<file path="src/rtl/twrm_pkg.sv">
// Shared constants, state encoding and control/status types for the run merger.
package twrm_pkg;

  localparam int FIFO_DEPTH = 32;
  localparam int ELEM_W     = 64;
  localparam int AW         = (FIFO_DEPTH > 1) ? $clog2(FIFO_DEPTH) : 1;
  localparam int CW         = $clog2(FIFO_DEPTH + 1);
  localparam int SW         = CW + 1;

  typedef enum logic [1:0] {
    ST_IDLE,
    ST_OVF,
    ST_CHECK,
    ST_EMIT
  } state_t;

  typedef struct packed {
    logic take;
    logic load_ovf;
    logic pop_emit;
    logic clear_ended;
  } cmd_t;

  typedef struct packed {
    logic in_valid;
    logic in_ovf;
    logic more;
    logic done;
    logic out_free;
  } status_t;

endpackage

</file>
<file path="src/rtl/twrm_if.sv">
// Valid/ready channel interfaces for input items and merged result items.
interface twrm_in_if;
  import twrm_pkg::*;

  logic              valid;
  logic              ready;
  logic              run_select;
  logic              has_value;
  logic [ELEM_W-1:0] element_bits;
  logic              run_end;

  modport source (output valid, output run_select, output has_value,
                  output element_bits, output run_end, input ready);
  modport sink   (input valid, input run_select, input has_value,
                  input element_bits, input run_end, output ready);
endinterface

interface twrm_out_if;
  import twrm_pkg::*;

  logic              valid;
  logic              ready;
  logic [ELEM_W-1:0] merged_bits;
  logic              final_item;
  logic              overflow;

  modport source (output valid, output merged_bits, output final_item,
                  output overflow, input ready);
  modport sink   (input valid, input merged_bits, input final_item,
                  input overflow, output ready);
endinterface

</file>
<file path="src/rtl/twrm_ctrl.sv">
// Sequencer for the run merger: item intake, overflow reply and merge loop.
module twrm_ctrl (
  input  logic               clk,
  input  logic               rst,
  input  twrm_pkg::status_t  status,
  output twrm_pkg::cmd_t     cmd
);
  import twrm_pkg::*;

  state_t state;
  state_t state_next;

  always_ff @(posedge clk) begin
    if (rst) begin
      state <= ST_IDLE;
    end else begin
      state <= state_next;
    end
  end

  always_comb begin
    state_next = state;
    case (state)
      ST_IDLE: begin
        if (status.in_valid) begin
          state_next = status.in_ovf ? ST_OVF : ST_CHECK;
        end
      end
      ST_OVF: begin
        if (status.out_free) begin
          state_next = ST_IDLE;
        end
      end
      ST_CHECK: begin
        state_next = status.more ? ST_EMIT : ST_IDLE;
      end
      ST_EMIT: begin
        if (status.out_free) begin
          state_next = ST_CHECK;
        end
      end
      default: begin
        state_next = ST_IDLE;
      end
    endcase
  end

  always_comb begin
    cmd = '0;
    case (state)
      ST_IDLE: begin
        cmd.take = 1'b1;
      end
      ST_OVF: begin
        cmd.load_ovf = status.out_free;
      end
      ST_CHECK: begin
        cmd.clear_ended = !status.more && status.done;
      end
      ST_EMIT: begin
        cmd.pop_emit = status.out_free;
      end
      default: begin
        cmd = '0;
      end
    endcase
  end

endmodule

</file>
<file path="src/rtl/twrm_datapath.sv">
// Run FIFOs, head compare, run state and output register of the run merger.
module twrm_datapath (
  input  logic               clk,
  input  logic               rst,
  twrm_in_if.sink            feed,
  twrm_out_if.source         merged,
  input  twrm_pkg::cmd_t     cmd,
  output twrm_pkg::status_t  status
);
  import twrm_pkg::*;

  logic [ELEM_W-1:0] mem_a [FIFO_DEPTH];
  logic [ELEM_W-1:0] mem_b [FIFO_DEPTH];
  logic [ELEM_W-1:0] rd_a;
  logic [ELEM_W-1:0] rd_b;
  logic [CW-1:0]     cnt_a;
  logic [CW-1:0]     cnt_b;
  logic [AW-1:0]     head_a;
  logic [AW-1:0]     head_b;
  logic              ended_a;
  logic              ended_b;
  logic              out_valid;
  logic [ELEM_W-1:0] out_bits;
  logic              out_final;
  logic              out_ovf;

  logic              ended_sel;
  logic [CW-1:0]     cnt_sel;
  logic              in_ovf;
  logic              do_item;
  logic              push_a;
  logic              push_b;
  logic [SW-1:0]     sum_a;
  logic [SW-1:0]     sum_b;
  logic [AW-1:0]     tail_a;
  logic [AW-1:0]     tail_b;
  logic              take_a;
  logic              is_final;
  logic              out_free;

  function automatic logic [ELEM_W-1:0] order_key(input logic [ELEM_W-1:0] bits);
    if (bits[ELEM_W-1]) begin
      return ~bits;
    end
    return {1'b1, bits[ELEM_W-2:0]};
  endfunction

  function automatic logic less_or_equal(input logic [ELEM_W-1:0] a,
                                         input logic [ELEM_W-1:0] b);
    if ((a[ELEM_W-2:0] | b[ELEM_W-2:0]) == '0) begin
      return 1'b1;
    end
    return order_key(a) <= order_key(b);
  endfunction

  function automatic logic [AW-1:0] wrap_inc(input logic [AW-1:0] p);
    if (p == AW'(FIFO_DEPTH - 1)) begin
      return '0;
    end
    return p + AW'(1);
  endfunction

  assign ended_sel = feed.run_select ? ended_b : ended_a;
  assign cnt_sel   = feed.run_select ? cnt_b : cnt_a;
  assign in_ovf    = !ended_sel && feed.has_value && (cnt_sel == CW'(FIFO_DEPTH));
  assign do_item   = feed.valid && cmd.take && !in_ovf && !ended_sel;
  assign push_a    = do_item && !feed.run_select && feed.has_value;
  assign push_b    = do_item && feed.run_select && feed.has_value;

  assign sum_a  = SW'(head_a) + SW'(cnt_a);
  assign sum_b  = SW'(head_b) + SW'(cnt_b);
  assign tail_a = (sum_a >= SW'(FIFO_DEPTH)) ? AW'(sum_a - SW'(FIFO_DEPTH)) : AW'(sum_a);
  assign tail_b = (sum_b >= SW'(FIFO_DEPTH)) ? AW'(sum_b - SW'(FIFO_DEPTH)) : AW'(sum_b);

  assign take_a   = (cnt_a != '0 && cnt_b != '0) ? less_or_equal(rd_a, rd_b)
                                                  : (cnt_a != '0);
  assign is_final = ended_a && ended_b &&
                    ((cnt_a == CW'(1) && cnt_b == '0) || (cnt_a == '0 && cnt_b == CW'(1)));
  assign out_free = !out_valid || merged.ready;

  assign feed.ready      = cmd.take;
  assign status.in_valid = feed.valid;
  assign status.in_ovf   = in_ovf;
  assign status.more     = (cnt_a != '0 || ended_a) && (cnt_b != '0 || ended_b) &&
                           (cnt_a != '0 || cnt_b != '0);
  assign status.done     = ended_a && ended_b && cnt_a == '0 && cnt_b == '0;
  assign status.out_free = out_free;

  assign merged.valid       = out_valid;
  assign merged.merged_bits = out_bits;
  assign merged.final_item  = out_final;
  assign merged.overflow    = out_ovf;

  always_ff @(posedge clk) begin
    if (push_a) begin
      mem_a[tail_a] <= feed.element_bits;
    end
    rd_a <= mem_a[head_a];
  end

  always_ff @(posedge clk) begin
    if (push_b) begin
      mem_b[tail_b] <= feed.element_bits;
    end
    rd_b <= mem_b[head_b];
  end

  always_ff @(posedge clk) begin
    if (rst) begin
      cnt_a   <= '0;
      cnt_b   <= '0;
      head_a  <= '0;
      head_b  <= '0;
      ended_a <= 1'b0;
      ended_b <= 1'b0;
    end else begin
      if (push_a) begin
        cnt_a <= cnt_a + CW'(1);
      end
      if (push_b) begin
        cnt_b <= cnt_b + CW'(1);
      end
      if (do_item && feed.run_end) begin
        if (feed.run_select) begin
          ended_b <= 1'b1;
        end else begin
          ended_a <= 1'b1;
        end
      end
      if (cmd.pop_emit) begin
        if (take_a) begin
          head_a <= wrap_inc(head_a);
          cnt_a  <= cnt_a - CW'(1);
        end else begin
          head_b <= wrap_inc(head_b);
          cnt_b  <= cnt_b - CW'(1);
        end
      end
      if (cmd.clear_ended) begin
        ended_a <= 1'b0;
        ended_b <= 1'b0;
      end
    end
  end

  always_ff @(posedge clk) begin
    if (rst) begin
      out_valid <= 1'b0;
    end else if (cmd.load_ovf || cmd.pop_emit) begin
      out_valid <= 1'b1;
    end else if (merged.ready) begin
      out_valid <= 1'b0;
    end
  end

  always_ff @(posedge clk) begin
    if (cmd.load_ovf) begin
      out_bits  <= '0;
      out_final <= 1'b0;
      out_ovf   <= 1'b1;
    end else if (cmd.pop_emit) begin
      out_bits  <= take_a ? rd_a : rd_b;
      out_final <= is_final;
      out_ovf   <= 1'b0;
    end
  end

endmodule

</file>
<file path="src/rtl/two_way_run_merger.sv">
// Two-way merger of ascending runs of IEEE-754 doubles, ties to run A.
// Items tagged with their run are queued in one 32-entry FIFO per run; once
// each run has a queued head or has ended, the smaller head goes out, both
// zeros comparing equal, and after a run ends the other drains completely. An
// item is taken in the idle state only, and the block then decides in a check
// state whether anything can be emitted. Each emitted element passes through
// the check state, which reads both FIFO heads from their registered memory
// ports, and the emit state, which compares them and loads the output
// register, waiting while the output is stalled. An item pushed to a full
// FIFO is dropped and answered by one overflow result.
// The FIFO memories need no clearing after reset.
module two_way_run_merger (
  input  logic       clk,
  input  logic       rst,
  twrm_in_if.sink    feed,
  twrm_out_if.source merged
);
  import twrm_pkg::*;

  cmd_t    cmd;
  status_t status;

  twrm_ctrl u_ctrl (
    .clk    (clk),
    .rst    (rst),
    .status (status),
    .cmd    (cmd)
  );

  twrm_datapath u_datapath (
    .clk    (clk),
    .rst    (rst),
    .feed   (feed),
    .merged (merged),
    .cmd    (cmd),
    .status (status)
  );

endmodule

</file>
<file path="src/flat_wrapper.sv">
// flat-port wrapper written by rule: the top's interface ports become plain ports
module two_way_run_merger_flat import twrm_pkg::*;
  (clk, rst, feed_valid, feed_run_select, feed_has_value, feed_element_bits, feed_run_end, feed_ready, merged_valid, merged_merged_bits, merged_final_item, merged_overflow, merged_ready);
  twrm_in_if feed_i ();
  twrm_out_if merged_i ();
  input  logic clk;
  input  logic rst;
  input wire logic [$bits(feed_i.valid)-1:0] feed_valid;
  input wire logic [$bits(feed_i.run_select)-1:0] feed_run_select;
  input wire logic [$bits(feed_i.has_value)-1:0] feed_has_value;
  input wire logic [$bits(feed_i.element_bits)-1:0] feed_element_bits;
  input wire logic [$bits(feed_i.run_end)-1:0] feed_run_end;
  output wire logic [$bits(feed_i.ready)-1:0] feed_ready;
  output wire logic [$bits(merged_i.valid)-1:0] merged_valid;
  output wire logic [$bits(merged_i.merged_bits)-1:0] merged_merged_bits;
  output wire logic [$bits(merged_i.final_item)-1:0] merged_final_item;
  output wire logic [$bits(merged_i.overflow)-1:0] merged_overflow;
  input wire logic [$bits(merged_i.ready)-1:0] merged_ready;
  assign feed_i.valid = feed_valid;
  assign feed_i.run_select = feed_run_select;
  assign feed_i.has_value = feed_has_value;
  assign feed_i.element_bits = feed_element_bits;
  assign feed_i.run_end = feed_run_end;
  assign feed_ready = feed_i.ready;
  assign merged_valid = merged_i.valid;
  assign merged_merged_bits = merged_i.merged_bits;
  assign merged_final_item = merged_i.final_item;
  assign merged_overflow = merged_i.overflow;
  assign merged_i.ready = merged_ready;
  two_way_run_merger u_core (.clk(clk), .rst(rst), .feed(feed_i), .merged(merged_i));
endmodule
</file>
<file path="config.mk">
export PLATFORM = sky130hd
export DESIGN_NAME = two_way_run_merger_flat
export DESIGN_NICKNAME = d
export VERILOG_FILES = /design/src/rtl/twrm_pkg.sv /design/src/rtl/twrm_if.sv /design/src/rtl/twrm_ctrl.sv /design/src/rtl/twrm_datapath.sv /design/src/rtl/two_way_run_merger.sv /design/src/flat_wrapper.sv
export SDC_FILE = /design/constraint.sdc
export NUM_CORES = 2
export LEC_CHECK = 0
export BUFFER_PORTS_ARGS = -buffer_cell sky130_fd_sc_hd__clkbuf_2
export CAP_MARGIN = 20
export CORE_ASPECT_RATIO = 0.9
export CORE_MARGIN = 3
export CORE_UTILIZATION = 45
export DETAILED_ROUTE_END_ITERATION = 7
export GPL_TIMING_DRIVEN = 1
export SYNTH_ARGS = -nofsm -noshare
export SYNTH_HDL_FRONTEND = slang
export SYNTH_SLANG_ARGS = --single-unit
</file>
<file path="constraint.sdc">
create_clock -name clk -period 15.84 [get_ports clk]
set_input_delay 2.376 -clock clk [delete_from_list [all_inputs] [get_ports clk]]
set_output_delay 2.376 -clock clk [all_outputs]
set_load 0.02 [all_outputs]
</file>
# Word level (Yosys, flattened, before mapping)
# Memories as Yosys holds them, arrays and structs flattened. A register that Yosys moved wholly into a read port is not among the register bits.
# Index checks and enable logic that the tools add are counted.
# word_totals
memories,2
inputBits,71
out_inout_bits,68
word_cells,139
ramBits,4096
reg_bits,93
# classes
n_eq_ne,11
bitwise_logic,5
mux,53
n_reduce_logical,44
n_addsub,10
order_cmp,3
# memory_table
memory,words,width,read_ports,rd_ports_with_merged_regs,write_ports,line,source
u_core.u_datapath.mem_a,32,64,1,1,1,twrm_datapath.sv:12,logic [ELEM_W-1:0] mem_a [FIFO_DEPTH];
u_core.u_datapath.mem_b,32,64,1,1,1,twrm_datapath.sv:13,logic [ELEM_W-1:0] mem_b [FIFO_DEPTH];
# op_table
cell,n
64-bit 2-to-1 mux,7
64-bit inverter,2
64-bit <= comparator,1
63-bit logical NOT,1
63-bit OR,1
6-bit 2-to-1 mux,7
5-bit 2-to-1 mux,6
1-bit 2-to-1 mux,27
1-bit logical AND,20
5-bit by 6-bit adder with 7-bit output,2
"7-bit by 6-bit >= comparator with 1-bit output, second input constant",2
"6-bit by 1-bit adder with 6-bit output, second input constant",2
"6-bit by 1-bit == test with 1-bit output, second input constant",2
6-bit logical NOT,2
6-bit nonzero test,2
"6-bit by 1-bit subtractor with 6-bit output, second input constant",2
"5-bit by 1-bit adder with 5-bit output, second input constant",2
"5-bit == test, second input constant",2
2-bit 2-to-1 mux,5
"5-bit by 1-bit subtractor with 5-bit output, second input constant",2
2-bit case mux with 4 select lines,1
2-bit AND reduction,4
"6-bit == test, second input constant",1
1-bit logical OR,6
9 further kinds,17

# Depth between registers and ports, before layout
# depth
word_depth,13
mapped_depth,15
depth_no_buf,10

# By module
# From an unflattened synthesis, not the netlist that was laid out.
# unflattened
cells_unflattened,6952
area_unflattened_um2,165209.7
# modules_own_cells
module,n_inst,cells_per_inst,area_each_um2,seq_area_each_um2
twrm_datapath,1,6938,165100.8,127382.2
twrm_ctrl,1,14,108.9,40.0

# Least setup slack after synthesis
# Ideal clock, no wire load.
# synth_path
path_type,input to register
start,input feed_run_select
end,"memory u_core.u_datapath.mem_a[0][0], enable pin"
t_arrival_ns,6.340
slack_ns,9.013
cell_stages,8
cell_sequence,nor2b_1 nand4_1 a21boi_0 nor2b_1 nand4_1 or3_1 clkbuf_1 nor2_1
# synth_between
elab_chain_cells,11
# synth_lines
element,line,source
start: declaration,flat_wrapper.sv:9,input wire logic [$bits(feed_i.run_select)-1:0] feed_run_select;
branches (longest 7 deep; another with 6-bit 2-to-1 mux),-,
1-bit logical AND * (2 in series),twrm_datapath.sv:67,assign push_a = do_item && !feed.run_select && feed.has_value;
1-bit 2-to-1 mux *,twrm_datapath.sv:95,if (push_a) begin
1-bit 2-to-1 mux (not written as such) *,twrm_datapath.sv:96,mem_a[tail_a] <= feed.element_bits;
end: declaration,twrm_datapath.sv:12,
# Mark *: on every way between the ends.

# Worst setup path after layout
# layout_path
start,input feed_run_select
end,"memory u_core.u_datapath.mem_a[17][54], enable pin"
# Same word-level chain as after synthesis.

==> results.yml <==
outcome:
  status: "completed"
route:
  dr.pass1.iters: 7
  drtIter0Drc: 11160
  final_antenna_net_count: 0
  vias: 77249
  wirelength_um: 451000
  wl_per_cell_um: 36.0
  drc: 0
  viasPerCell: 6.17
layout:
  fillers: 27725
  areaGrowthSynthToFinish_pct: 12.8
  drive_gt1_share_pct: 31.8
  fin_nets: 7453
synth:
  synth-seq-area-share_pct: 77.5
  synth_xor_area_share_pct: 0.735
  synth_mux_area_share_pct: 18.5
  synth_top_family_by_area: "multiplexers"
  synth_compound_area_share_pct: 0.685
  synth-seq-cells: 4317
  syn_inst: 6893
  synth.avg_cell_area_um2: 23.9
  synthAdderAreaFrac_pct: 0.648
  ys.flop_type: "edfxtp_1"
  synth_cell_types: 55
  synth-simple-area-share_pct: 1.16
  synthTopCellsByCount: "4096 x edfxtp_1, 1280 x mux4_2, 253 x clkbuf_1, 221 x dfxtp_1, 168 x nand2_1"
  synth_nets: 7048
  synthArstFlopShare_pct: 0
  syn_area_um2: 165000
  synth_top_area_cell: "edfxtp_1"
  synth_edf_count: 4096
  synth_most_common_cell: "edfxtp_1"
  synth_top_area_share_pct: 74.8
  yosysWarnings: 0
  synthTopCellsByArea: "edfxtp_1 75%, mux4_2 18%, dfxtp_1 2.7%, mux2_2 0.94%, ha_1 0.62%"
setup_path:
  cp-end-kind: "register"
  critPathMaxStageDelay_ns: 1.01
  path_cells: "clkbuf_2 > nor2b_1 > nand4_1 > a21boi_0 > nor2b_1 > nand4_1 > nor2_1 > nand2_1 > nor2_4 > buf_4"
  cp_max_fo: 45
  worstSetupPathType: "in2reg"
  crit_path_start_kind: "primary input"
  required_ns: 16.38
  crit_slowest_cell: "nor2_4"
  cp.arrival_ns: 6.27
sta:
  finalMaxSlewViolations: 0
  finalSetupViolations: 0
  max-slew-margin-rel_pct: 8.38
  fin_crit_sh_pct: 36.2
  tns_ns: 0
  layout_setup_ws_ns: 10.11
  layout_min_cycle_time_ns: 5.73
  worst_pin_slew_ns: 1.36
  finalClockSkew_ns: 0.0669
  rsz0062_at_grt: "false"
  hold_viol_final: 0
  max_clock_freq_mhz: 175
clock_network:
  cts_htree_levels: 5
  numClockSinks: 4317
  ctsHoldBuffers: 0
  tritoncts: "done"
  cts_setup_buffers: 0
  clock_latency_ns: 0.99
  clockBufferDepth: 4
  cts_root_buffer: "clkbuf_16"
  cts_inserted_buffers: 425
  cts_resized: 0
  clk_pin_slew_ns: 0.07
placement:
  dp_hpwl_um: 263000
  place.gp.congestion: 0.842
  port_buffers: 138
  dpl_worst_slack_ns: 9.19
floorplan:
  io_pins: 139
  die_area_um2: 373000
  die_w_um: 643
  core_area_um2: 362000
  rows: 209
  initial_utilization_pct: 45.4
  die_y_um: 580
power:
  combPwrFrac_pct: 1.7
  ir_drop_v: 0.000101
  pwr-share-seq_pct: 55.2
  p_int_mw: 18.1
  p_leak_nw: 56.0
  clockPowerShare_pct: 43.1
  total_power_mw: 22.7
  swShare_pct: 20.5
  power.switching_mw: 4.65
  power_density_nw_per_um2: 122
grt:
  antenna_found_initial: 42
  grt.overflow.total: 0
  grt_pass1_vias: 75498
  grt_max_degree: 137
  grt_use_total_pct: 24.1
  grt_pass1_wl_um: 627000
min_path:
  hold_path.class: "reg2reg"
job:
  cap_violations: 0
-- registers in the layout, indices dropped and copies added, names as in the netlist, 2 cells and up --
signal and count:
u_core.u_datapath.mem_b 2048, u_core.u_datapath.cnt_a 6, u_core.u_datapath.head_a 5, u_core.u_datapath.cnt_b 6, u_core.u_datapath.rd_b 64, u_core.u_datapath.head_b 5, u_core.u_datapath.rd_a 64, u_core.u_ctrl.state 2
u_core.u_datapath.merged.merged_bits 64, u_core.u_datapath.mem_a 2048
-- path summary, 6_finish.rpt --
check	depth (start not counted)	from	endpoint	slack, ns
setup / recovery	10	feed_run_select	u_core.u_datapath.mem_a[17][54]$_DFFE_PP_	10.11
hold / removal	2	u_core.u_datapath.rd_a[35]$_DFF_P_	u_core.u_datapath.merged.merged_bits[35]$_SDFFE_PP0P_	0.46
setup reg to reg	7	u_core.u_datapath.head_a[0]$_SDFFE_PP0P_	u_core.u_datapath.rd_a[28]$_DFF_P_	10.43
hold reg to reg	2	u_core.u_datapath.rd_a[35]$_DFF_P_	u_core.u_datapath.merged.merged_bits[35]$_SDFFE_PP0P_	0.46
-- stage by stage --
stage	instance area (um^2)	utilization (%)	hold slack, ns	instances
after global placement	172000	47.5	0.479	11720
after detailed placement	172000	47.5	0.466	11722
after global routing	186000	51.2	0.495	12515
final	186000	51.2	0.458	12526
after floorplan	165000	-	0.442	6893
after CTS	185000	51.2	0.455	12511
-- worst max-delay path, delay by kind of cell --
kind	cells	cell delay [ns]
simple gates	7	2.65
buf+inv	2	1.03
compound gates	1	0.13
-- layer usage --
layer	share of wire [%]	vias up	track usage (%)
met3	9.4	579	4.58
met1	42	42488	36.3
met4	3.1	4	6.68
met2	46	3808	36.3
met5	0.0047	-	0
li1	-	30370	-
-- cell usage in the layout, fill, tap and decap left out, types with 78 or more instances in the layout --
master | synthesis | routed
mux4_2 | 1280 | 1280
buf_4 | 1 | 204
ha_1 | 82 | 82
clkinv_1 | 0 | 78
nand2_1 | 168 | 167
mux2_2 | 138 | 138
dfxtp_1 | 221 | 209
clkbuf_16 | 0 | 427
clkinv_2 | 0 | 88
edfxtp_1 | 4096 | 4096
clkbuf_1 | 253 | 103
clkbuf_2 | 0 | 86
-- kinds of logic (layout without fill, tap and decap cells) --
group | after synthesis | after routing
other | 0 | 13
adders and majority gates | 84 | 84
AOI/OAI and AO/OA | 168 | 168
buffers and inverters | 355 | 1122
and+or+nand+nor | 410 | 410
DFF | 4317 | 4317
muxes | 1421 | 1421
xor gates and xnor gates | 138 | 138
-- area by class of cell --
type	count	area, um^2	share of cell area (%)
antenna	13	32.5	0.0175
multi-input combinational	2221	36200	19.5
tap	4853	6070	3.27
clock buffer	554	11400	6.15
clock inverter	235	2050	1.10
sequential	4317	127000	68.7
inverter	8	30.0	0.0162
timing repair buffer	325	2280	1.23
-- power groups by stage --
| stage | clock network (mW) | registers (mW) | logic, mW |
|---|---|---|---|
| floorplan | 0 | 12.8 | 0.0860 |
| global placement | 0 | 12.8 | 0.371 |
| detailed placement | 0 | 12.8 | 0.387 |
| CTS | 9.96 | 12.6 | 0.387 |
| global route | 10.4 | 12.5 | 0.408 |
| finish | 9.79 | 12.6 | 0.382 |
No activity file was read; power rests on OpenSTA's default activity.
